$ cat src/rtl/wcs_pkg.sv
package wcs_pkg;

  localparam int CHANNELS   = 6;
  localparam int CHAN_W     = 8;
  localparam int COORD_W    = 12;
  localparam int CFG_W      = 13;
  localparam int CFG_IDX_W  = 3;
  localparam int CH_IDX_W   = 3;
  localparam int COUNT_W    = 25;
  localparam int SUM_W      = 32;
  localparam int SQ_W       = 40;
  localparam int MEAN_W     = 16;
  localparam int DEV_W      = 15;
  localparam int VAR_W      = 30;
  localparam int STEP_W     = 5;

  // Iteration counts of the shared arithmetic unit.
  localparam int MUL_STEPS  = 4;
  localparam int VAR_STEPS  = 30;
  localparam int MEAN_STEPS = 16;
  localparam int ROOT_STEPS = 15;

  localparam logic [CFG_W-1:0]   COORD_LIMIT = 13'd4096;
  localparam logic [COUNT_W-1:0] COUNT_CAP   = 25'd16777216;

  localparam logic [CFG_IDX_W-1:0] REG_COL_LOW  = 3'd0;
  localparam logic [CFG_IDX_W-1:0] REG_COL_HIGH = 3'd1;
  localparam logic [CFG_IDX_W-1:0] REG_ROW_LOW  = 3'd2;
  localparam logic [CFG_IDX_W-1:0] REG_ROW_HIGH = 3'd3;

  typedef struct packed {
    logic                             hit;
    logic                             last;
    logic [CHANNELS-1:0][CHAN_W-1:0]  chan;
  } item_t;

  typedef struct packed {
    logic               start;
    logic [COUNT_W-1:0] n;
    logic [SUM_W-1:0]   s;
    logic [SQ_W-1:0]    q;
  } stat_req_t;

  typedef struct packed {
    logic              done;
    logic [MEAN_W-1:0] mean;
    logic [DEV_W-1:0]  dev;
  } stat_rsp_t;

endpackage

$ cat src/rtl/wcs_front.sv
module wcs_front
  import wcs_pkg::*;
(
  input  logic                            clk,
  input  logic                            rst_n,
  input  logic                            cfg_we,
  input  logic [CFG_IDX_W-1:0]            cfg_index,
  input  logic [CFG_W-1:0]                cfg_data,
  input  logic [COORD_W-1:0]              pixel_col,
  input  logic [COORD_W-1:0]              pixel_row,
  input  logic [CHANNELS-1:0][CHAN_W-1:0] chan,
  input  logic                            frame_end,
  output item_t                           item
);

  logic [CFG_W-1:0] col_low_r, col_high_r, row_low_r, row_high_r;
  logic [CFG_W-1:0] col_x, row_x;

  always_ff @(posedge clk) begin
    if (!rst_n) begin
      col_low_r  <= '0;
      col_high_r <= COORD_LIMIT;
      row_low_r  <= '0;
      row_high_r <= COORD_LIMIT;
    end else if (cfg_we) begin
      unique case (cfg_index)
        REG_COL_LOW:  col_low_r  <= cfg_data;
        REG_COL_HIGH: col_high_r <= cfg_data;
        REG_ROW_LOW:  row_low_r  <= cfg_data;
        REG_ROW_HIGH: row_high_r <= cfg_data;
        default: ;
      endcase
    end
  end

  assign col_x = {1'b0, pixel_col};
  assign row_x = {1'b0, pixel_row};

  assign item.hit  = (col_x >= col_low_r) && (col_x < col_high_r) &&
                     (row_x >= row_low_r) && (row_x < row_high_r);
  assign item.last = frame_end;
  assign item.chan = chan;

endmodule

$ cat config.mk
export PLATFORM = sky130hd
export DESIGN_NAME = wcs_front
export DESIGN_NICKNAME = d
export VERILOG_FILES = /design/src/rtl/wcs_pkg.sv /design/src/rtl/wcs_front.sv
export SDC_FILE = /design/constraint.sdc
export NUM_CORES = 1
export LEC_CHECK = 0
export BUFFER_PORTS_ARGS = -buffer_cell sky130_fd_sc_hd__buf_2
export CAP_MARGIN = 20
export CORE_MARGIN = 8
export CORE_UTILIZATION = 49
export DETAILED_ROUTE_END_ITERATION = 8
export PLACE_DENSITY = 0.81
export SETUP_SLACK_MARGIN = 0.3
export SYNTH_ARGS = -nofsm -noshare
export SYNTH_HDL_FRONTEND = slang
export SYNTH_SLANG_ARGS = --single-unit
$ cat constraint.sdc
create_clock -name clk -period 1.9 [get_ports clk]
set_input_delay 0 -clock clk [delete_from_list [all_inputs] [get_ports clk]]
set_output_delay 0 -clock clk [all_outputs]
set_load 0.02 [all_outputs]
* Word-level counts from Yosys, hierarchy flattened
Cells that the tools add are included.
** Storage, ports and cells
- Flip-flop bits (word level) :: 52
- Input bits :: 92
- Word-level logic and storage cells :: 19
** Operators by class
- Magnitude comparators :: 4
- Eq/ne operators :: 3
- Reduce and logical (&&, ||, !) cells :: 8
** Operators by type and width (count)
- greater-or-equal comparator 12 x 13 -> 1 bit :: 2
- less-than comparator 12 x 13 -> 1 bit :: 2
- AND reduction 2 bit :: 4
- == test 3 x 2 -> 1 bit (second input constant) :: 2
- == test 3 x 1 -> 1 bit (second input constant) :: 1
- logical AND 1 bit :: 3
- logical NOT 3 bit :: 1

* Longest topological paths before layout
Gate-level depths: netlist (run 1).
- Depth after elaboration :: 4
- Gate-level depth with buffers :: 7
- Gate-level depth less buffers :: 7

* Worst setup path before layout (run 1)
No wires, ideal clock.
- Path type :: reg-to-output
- From :: reg col_low_r[7]
- To :: out item[49] in the netlist's numbering
- Data arrival time :: 1.688 ns
- Setup slack :: 0.212 ns
- Cell stages (with the launch flop) :: 7
- Path through :: dfxtp_1 inv_1 ha_1 and4_1 nand4_1 a32o_1 nor4_2
** RTL lines
- start: declaration :: line wcs_front.sv:16 : logic [CFG_W-1:0] col_low_r, col_high_r, row_low_r, row_high_r;
- start signal: assignment :: line wcs_front.sv:27 : REG_COL_LOW: col_low_r <= cfg_data;
- end: declaration :: line wcs_front.sv:13 : output item_t item

==> reports/metrics.yaml, run 1 <==
status: "finished, violations left"
violations: "setup timing"
die-area_um2: 10100
grt_max_degree: 53
worstPathRequired_ps: 1900
start_kind: "register"
min_to: "item[36]"
max-cap-violations: 0
tritoncts: "done"
grt.total_usage: 0.157
hpwl_um: 5990
r2r-start: "col_low_r[2]"
synth_seq_cells: 52
ctsHtreeMaxLevel: 2
max_stage_delay_ps: 340
ys_seq_area_frac: 0.299
grt.overflow.total: 0
post_synth_num_cell_types: 37
synth_nets: 582
syn_area_um2: 3480
period_needed_ps: 2040
r2r_cells: 3
core.rowCount: 30
setup_viol: 1
regToRegSetupSlack_ps: 1190
die_y_um: 100
pwr_density_cell_nw_per_um2: 605
synth_cells: 444
place_inst: 522
drcViolationCount: 0
power.total_mw: 2.26
crit_chain: "inv_1 > ha_4 > and4_1 > a221oi_1 > a32o_2 > nor4_4 > buf_4"
antenna_found_initial: 0
avgSynthCellArea_um2: 7.84
root_buffer: "clkbuf_8"
antenna_cells: 0
nets: 585
setup_ws_ps: -136
core_area_um2: 6830
gp_routability_congestion: 0.902
period_share: 1.07
cts_buffer_depth: 2
worst_pin_slew_ps: 786
ant_nets: 0
crit_type: "reg2out"
die_x_um: 100
hold_start: "chan[36]"
max_freq_ghz: 0.491
relSlewSlack: 0.476
clock_latency_ps: 300
hold_viol: 0
via_per_inst: 5.19
leakagePower_nw: 1.44
clock_skew_ps: 0
clock-sinks: 52
start_util: 0.510
holdPathStages: 0
clk_pin_slew_ps: 90
vias: 2824
post_dp_cell_area_um2: 3400
regToRegEndpoint: "col_low_r[2]"
slowest_stage: "dfxtp_2"
ys.warnings.count: 0
rsz0062_at_grt: "true"
numPortBuffers: 43
end_kind: "output pin"
grt_pass1_vias: 2772
routed_wl_um: 7930
cts_made_buffers: 5
crit_arrival_ps: 2040
drt_iter0_drc: 114
grt_pass1_wl_um: 12900
fin_area_um2: 3740
drive_gt1_frac: 0.174
dr.pass1.iters: 4
drv_slew: 0
instances_no_fill: 544
hp-class: "in2out"
wl_per_cell_um: 14.6
peakVddDrop_mv: 0.444
area_growth_pct: 7.48
path_max_fanout: 3
ios: 142
dp_slack_ps: 30.9
==> cells in the final DEF (no fill, tap or decap), types with 2 or more instances in the layout <==
cell           instances
nor2b_1                3
and4_1                 2
o211ai_1               2
clkbuf_8               5
nand4b_1               2
nor2_1                 5
buf_4                  3
nand2b_1               5
a21boi_1              50
dfxtp_2                9
nand4_1                3
a21o_1                 3
nand3_1                7
a21oi_1               14
ha_4                   3
a211oi_1               2
dlygate4sd3_1         13
a21oi_2                3
inv_1                 46
dfxtp_1               43
nand2_1              114
a211oi_2               2
inv_2                  2
ha_1                  43
buf_2                 42
==> state kept, by name, summed over array words and instances (netlist names) <==
register / flops
col_high_r: 13
col_low_r: 13
row_high_r: 13
row_low_r: 13
==> critical path: cells and delay by family (launching register included) <==
kind,cells,cell delay [ps]
simple gates,2,480
compound gates,2,400
flops,1,340
fa+ha+maj,1,280
buf+inv,2,250
==> logic make-up after synthesis <==
| logic type | Yosys count | share of synthesized area |
|---|---|---|
| and+or+nand+nor | 150 | 0.187 |
| DFF | 52 | 0.299 |
| AOI/OAI and AO/OA | 85 | 0.173 |
| buffers and inverters | 111 | 0.176 |
| adders and majority gates | 46 | 0.165 |
==> repair_timing <==
item / CTS / global route
hold endpoints to repair: 50 / 0
setup endpoints to repair: 1 / 1
hold buffers: 13 / 0
pin swaps: 10 / 1
resized for setup: 22 / 3
setup buffers: 1 / 0
==> power by group <==
part / switching, mW / internal (mW)
Sequential: 0.0122 / 1.11
Combinational: 0.204 / 0.181
Clock: 0.363 / 0.392
==> stage by stage <==
stage	util	hold WS, ps	TNS [ps]
floorplan	-	113	0
global placement	0.498	0.137	0
detailed placement	0.498	0.137	0
CTS	0.546	0.137	-152
global route	0.548	0.0292	-249
finish	0.548	0.00775	-136
==> synth_stat cells, drive strengths merged <==
master / number / area share
clkinv: 1 / 0.0011
and4: 2 / 0.0050
dfxtp: 52 / 0.30
a21boi: 50 / 0.11
o21ai: 2 / 0.0029
nand2b: 5 / 0.0090
a221oi: 1 / 0.0025
nor4: 2 / 0.0054
a32o: 1 / 0.0029
a21o: 3 / 0.0065
buf: 56 / 0.12
or3: 1 / 0.0018
and3: 1 / 0.0018
clkbuf: 6 / 0.0065
ha: 46 / 0.17
a21oi: 17 / 0.024
nand3: 7 / 0.010
nand4b: 2 / 0.0050
and2: 1 / 0.0018
nor3: 2 / 0.0043
o211a: 1 / 0.0029
or2: 1 / 0.0018
a2bb2oi: 2 / 0.0050
nand2: 114 / 0.12
nand4: 3 / 0.0054
nor2b: 3 / 0.0054
a211o: 1 / 0.0025
a211oi: 4 / 0.0086
o211ai: 2 / 0.0043
inv: 48 / 0.052
o41ai: 1 / 0.0025
nor2: 6 / 0.0072
==> worst max path at each step <==
stage                             start       end  slack [ps]  cells after the start
final                      col_low_r[7]  item[49]        -140                      7
after global routing      col_high_r[2]  item[49]        -250                      8
after CTS                 col_high_r[2]  item[49]        -150                      8
after detailed placement  col_high_r[3]  item[49]          30                      8
after global placement    col_high_r[2]  item[49]          20                      8
after floorplan            col_low_r[7]  item[49]         300                      6
==> routing by layer <==
metal  share of wire  track usage  routed length (um)  up-vias
met4           0.021       0.0628                 170        0
met2            0.50        0.282                3930       85
met5               0            0                   0        -
met3           0.069       0.0318                 545       26
met1            0.41        0.176                3280     1301
li1                -            -                   -     1412
==> layout make-up <==
cell class / instances / area, um^2
sequential: 52 / 1050
timing repair buffer: 58 / 363
fill: 657 / 3090
inverter: 49 / 184
clock inverter: 2 / 35.0
multi-input combinational: 281 / 1910
tap: 96 / 120
clock buffer: 6 / 72.6
Power figures use the tool's default switching activity.
==> inputs of run 2 (changes only) <==
Settings changed: CORE_UTILIZATION 49 to 48, PLACE_DENSITY 0.81 to 0.8, REMOVE_ABC_BUFFERS set to 1.
==> reports/metrics.yaml, run 2 (same netlist as run 1, synthesis figures left out) <==
die_x_um: 101  # was 100 um
grt_pass1_wl_um: 16300  # was 12900 um
antenna_cells: 0  # unchanged
post_dp_cell_area_um2: 3400  # about the same
hold_viol: 0  # unchanged
clock-sinks: 52  # unchanged
gp_routability_congestion: 0.800  # was 0.902
regToRegSetupSlack_ps: 1180  # was 1190 ps
hp-class: "in2out"  # unchanged
final_common_cell: "nand2_1"  # unchanged
fin_area_um2: 3890  # was 3740 um^2
root_buffer: "clkbuf_8"  # unchanged
grt_pass1_vias: 2969  # was 2772
endpoint: "item[49]"  # unchanged
r2r-start: "col_low_r[10]"  # was col_low_r[2]
area_growth_pct: 11.8  # was 7.48%
drcViolationCount: 0  # unchanged
final_cell_mix: "113 x nand2_1, 50 x a21boi_1, 45 x inv_1"  # was 114 x nand2_1, 50 x a21boi_1, 46 x inv_1
crit_type: "reg2out"  # unchanged
start_util: 0.488  # was 0.510
dr.pass1.iters: 4  # unchanged
grt.total_usage: 0.211  # was 0.157
status: "finished, violations left"  # unchanged
ctsHtreeMaxLevel: 2  # unchanged
cts_made_buffers: 5  # unchanged
vias: 2961  # was 2824
crit_path_start: "col_high_r[2]"  # was col_low_r[7]
core.rowCount: 31  # was 30
setup_ws_ps: -203  # was -136 ps
regToRegEndpoint: "col_low_r[10]"  # was col_low_r[2]
max_freq_ghz: 0.476  # was 0.491 GHz
routed_wl_um: 10800  # was 7930 um
cts_buffer_depth: 2  # unchanged
slowest_stage: "dfxtp_2"  # unchanged
crit_buf_inv: 2  # unchanged
via_per_inst: 5.40  # was 5.19
period_needed_ps: 2100  # was 2040 ps
peakVddDrop_mv: 0.222  # was 0.444 mV
period_share: 1.11  # was 1.07
path_delay_family: "compound AO/OA/AOI/OAI gates"  # was simple AND/OR/NAND/NOR gates
r2r_cells: 3  # unchanged
max_stage_delay_ps: 340  # about the same
die-area_um2: 10200  # was 10100 um^2
violations: "setup timing"  # unchanged
cpMostUsedCell: "a21oi_2"
numPortBuffers: 43  # unchanged
end_kind: "output pin"  # unchanged
dp_slack_ps: 34.1  # was 30.9 ps
nets: 586  # was 585
core_area_um2: 7140  # was 6830 um^2
max-cap-violations: 0  # unchanged
drt_iter0_drc: 193  # was 114
path_max_fanout: 2  # was 3
ios: 142  # unchanged
post-route-util: 0.545  # was 0.548
drive_gt1_frac: 0.232  # was 0.174
ant_nets: 0  # unchanged
setup_tns_ps: -203  # was -136 ps
clk_pin_slew_ps: 90  # about the same
grt.overflow.total: 0  # unchanged
worstPathRequired_ps: 1900  # about the same
clock_skew_ps: 0  # unchanged
power.total_mw: 2.22  # was 2.26 mW
tritoncts: "done"  # unchanged
die_y_um: 101  # was 100 um
setup_viol: 1  # unchanged
crit_chain: "inv_2 > ha_4 > a21oi_2 > nor2b_1 > o41ai_2 > a21oi_2 > nor4_4 > buf_4"  # was inv_1 > ha_4 > and4_1 > a221oi_1 > a32o_2 > nor4_4 > buf_4
crit_arrival_ps: 2100  # was 2040 ps
relSlewSlack: 0.489  # was 0.476
antenna_found_initial: 0  # unchanged
pwr_density_cell_nw_per_um2: 570  # was 605 nW/um^2
grt_max_degree: 53  # unchanged
worst_pin_slew_ps: 767  # was 786 ps
wl_per_cell_um: 19.6  # was 14.6 um
crit_cells: 8  # was 7
start_kind: "register"  # unchanged
clock_latency_ps: 310  # was 300 ps
leakagePower_nw: 1.46  # was 1.44 nW
hold_start: "chan[45]"  # was chan[36]
hpwl_um: 7890  # was 5990 um
drv_slew: 0  # unchanged
rsz0062_at_grt: "true"  # unchanged
==> run 2: changes by cell type in the layout (fill, tap and decap cells not counted), sizes merged <==
cell    before  now
buf         45   46
bufinv       1    0
clkinv       2    3
==> run 2: repair_timing <==
item	CTS	global route
hold endpoints to repair	52	0
setup buffers	1	1
endpoints found under the setup margin	1	1
hold buffers	13	0
gates resized for setup	30	20
pin swaps	10	4
==> run 2: through the flow <==
stage / cells / hold WS [ps]
floorplan: 382 / 0
global placement: 525 / 0.173
detailed placement: 525 / 0.173
CTS: 547 / 0.173
global route: 548 / 0.123
finish: 548 / 0.154
==> run 2: cell type report <==
class,count,area [um^2]
clock inverter,2,10.0
clock buffer,6,82.6
multi-input combinational,281,2060
inverter,49,184
fill,651,3240
tap,99,124
timing repair buffer,59,370
sequential,52,1060
==> run 2: metal layers <==
metal  vias up  wire [um]  track usage  share of wire
met4         4        218       0.0676          0.020
met1      1368       4610        0.258           0.43
met2       157       4510        0.303           0.42
li1       1412          -            -              -
met3        20       1360        0.111           0.13
met5         -         71       0.0765         0.0066
==> run 2: worst min-delay path by stage <==
stage	to	slack (ps)	depth (start not counted)
finish	item[45]	0.2	0
global route	item[8]	0.1	0
CTS	item[8]	0.2	0
detailed placement	item[8]	0.2	0
global placement	item[8]	0.2	0
floorplan	item[0]	0	0
==> run 2: report_power, final <==
part           internal, mW  switching, mW  total [mW]
registers              1.11         0.0128        1.13
logic                 0.206          0.228       0.434
clock network         0.292          0.368       0.659
total                  1.61          0.608        2.22
==> inputs of run 3 (changes only) <==
Settings changed: CORE_UTILIZATION 48 to 49, PLACE_DENSITY 0.8 to 0.81.
==> reports/metrics.yaml, run 3 (same netlist as run 1, synthesis figures left out) <==
use_met3: 0.129  # was 0.111
start_util: 0.510  # was 0.488
hold_ws_ps: 0.168  # was 0.154 ps
ant_nets: 0  # unchanged
ctsHtreeMaxLevel: 2  # unchanged
crit_buf_inv: 2  # unchanged
core_area_um2: 6830  # was 7140 um^2
final_cell_mix: "114 x nand2_1, 50 x a21boi_1, 48 x inv_1, 48 x dfxtp_1, 46 x ha_1"  # was 113 x nand2_1, 50 x a21boi_1, 45 x inv_1
worstPathRequired_ps: 1900  # about the same
crit_type: "reg2out"  # unchanged
max_stage_delay_ps: 330  # was 340 ps
dr.pass1.iters: 4  # unchanged
clk_pin_slew_ps: 90  # about the same
peakVddDrop_mv: 0.424  # was 0.222 mV
antenna_found_initial: 0  # unchanged
final_common_cell: "nand2_1"  # unchanged
wl_per_cell_um: 18.6  # was 19.6 um
antenna_cells: 0  # unchanged
setup_tns_ps: -175  # was -203 ps
worst_pin_slew_ps: 762  # was 767 ps
grt_pass1_wl_um: 16200  # was 16300 um
tritoncts: "done"  # unchanged
max-cap-violations: 0  # unchanged
max_freq_ghz: 0.482  # was 0.476 GHz
cts_buffer_depth: 2  # unchanged
rsz0062_at_grt: "true"  # unchanged
die_y_um: 100  # was 101 um
nets: 584  # was 586
start_kind: "register"  # unchanged
drt_iter0_drc: 145  # was 193
gp_routability_congestion: 0.871  # was 0.800
grt_max_degree: 53  # unchanged
setup_viol: 1  # unchanged
place_inst: 522  # was 525
vias: 2933  # was 2961
via_per_inst: 5.40  # about the same
post-route-util: 0.537  # was 0.545
gr-usage-met2: 0.296  # was 0.303
instances_no_fill: 543  # was 548
numPortBuffers: 43  # unchanged
grt_pass1_vias: 3071  # was 2969
grt.overflow.total: 0  # unchanged
path_max_fanout: 2  # unchanged
pwr_density_cell_nw_per_um2: 588  # was 570 nW/um^2
violations: "setup timing"  # unchanged
area_growth_pct: 5.36  # was 11.8%
fin_area_um2: 3670  # was 3890 um^2
die-area_um2: 10100  # was 10200 um^2
end_kind: "output pin"  # unchanged
relSlewSlack: 0.492  # was 0.489
clock_latency_ps: 300  # was 310 ps
path_delay_family: "simple AND/OR/NAND/NOR gates"  # was compound AO/OA/AOI/OAI gates
core.rowCount: 30  # was 31
clock_skew_ps: 0  # unchanged
drive_gt1_frac: 0.145  # was 0.232
hp-class: "in2out"  # unchanged
post_dp_cell_area_um2: 3400  # about the same
hold_viol: 0  # unchanged
setup_ws_ps: -175  # was -203 ps
status: "finished, violations left"  # unchanged
cts_made_buffers: 5  # unchanged
grt-busiest-layer: "met2"  # unchanged
hpwl_um: 7920  # was 7890 um
period_share: 1.09  # was 1.11
clock-sinks: 52  # unchanged
crit_chain: "inv_1 > ha_1 > and4_1 > nand4_1 > a32o_2 > nor4_4 > buf_4"  # was inv_2 > ha_4 > a21oi_2 > nor2b_1 > o41ai_2 > a21oi_2 > nor4_4 > buf_4
drv_slew: 0  # unchanged
leakagePower_nw: 1.42  # was 1.46 nW
fillCellCount: 665  # was 651
drcViolationCount: 0  # unchanged
slowest_stage: "dfxtp_2"  # unchanged
met1_usage: 0.253  # was 0.258
crit_arrival_ps: 2070  # was 2100 ps
routed_wl_um: 10100  # was 10800 um
grt.total_usage: 0.206  # was 0.211
ios: 142  # unchanged
die_x_um: 100  # was 101 um
period_needed_ps: 2070  # was 2100 ps
root_buffer: "clkbuf_8"  # unchanged
[run 3: cell count changes in the layout (fill, tap and decap cells not counted), sizes merged]
cell	before	now
buf	46	44
clkbuf	6	7
clkinv	3	1
clkinvlp	0	1
[run 3: worst paths after layout]
kind	start	endpoint	slack [ps]	cells after the start
worst max-delay path	col_low_r[8]	item[49]	-170	7
worst min-delay path	chan[41]	item[41]	0.2	0
worst max register to register	col_high_r[6]	col_high_r[6]	1270	2
worst min register to register	col_low_r[2]	col_low_r[2]	460	2
[run 3: repair_timing]
| item | 4_1_cts | 5_1_grt |
|---|---|---|
| setup endpoints to repair | 1 | 1 |
| hold buffers | 13 | 0 |
| resized for setup | 12 | 2 |
| pin swaps | 3 | 0 |
| endpoints found under the hold margin | 52 | 0 |
| setup buffers | 0 | 0 |
[run 3: final cells by class]
cell class / count / area (um^2) / area share
Clock buffer: 7 / 86.3 / 0.0235
Multi-Input combinational cell: 281 / 1870 / 0.509
Clock inverter: 1 / 7.51 / 0.00205
Timing Repair Buffer: 57 / 355 / 0.0969
Inverter: 49 / 184 / 0.0502
Sequential cell: 52 / 1050 / 0.285
Tap cell: 96 / 120 / 0.0328
[run 3: per-stage QoR]
stage                     power [mW]  setup WS, ps
final                           2.16          -175
after detailed placement        1.49          72.4
after CTS                       2.17          -188
after floorplan                 1.34           212
after global placement          1.47          87.2
after global routing            2.27          -294
[run 3: power breakdown]
group	internal (mW)	switching, mW
clock network	0.297	0.361
logic	0.174	0.201
registers	1.11	0.0117
[run 3: per-layer routing]
metal | wire, um | up-vias | share of wire
met5 | 46 | - | 0.0045
met1 | 4480 | 1384 | 0.44
met4 | 82 | 2 | 0.0081
li1 | - | 1408 | -
met2 | 4180 | 129 | 0.41
met3 | 1340 | 10 | 0.13
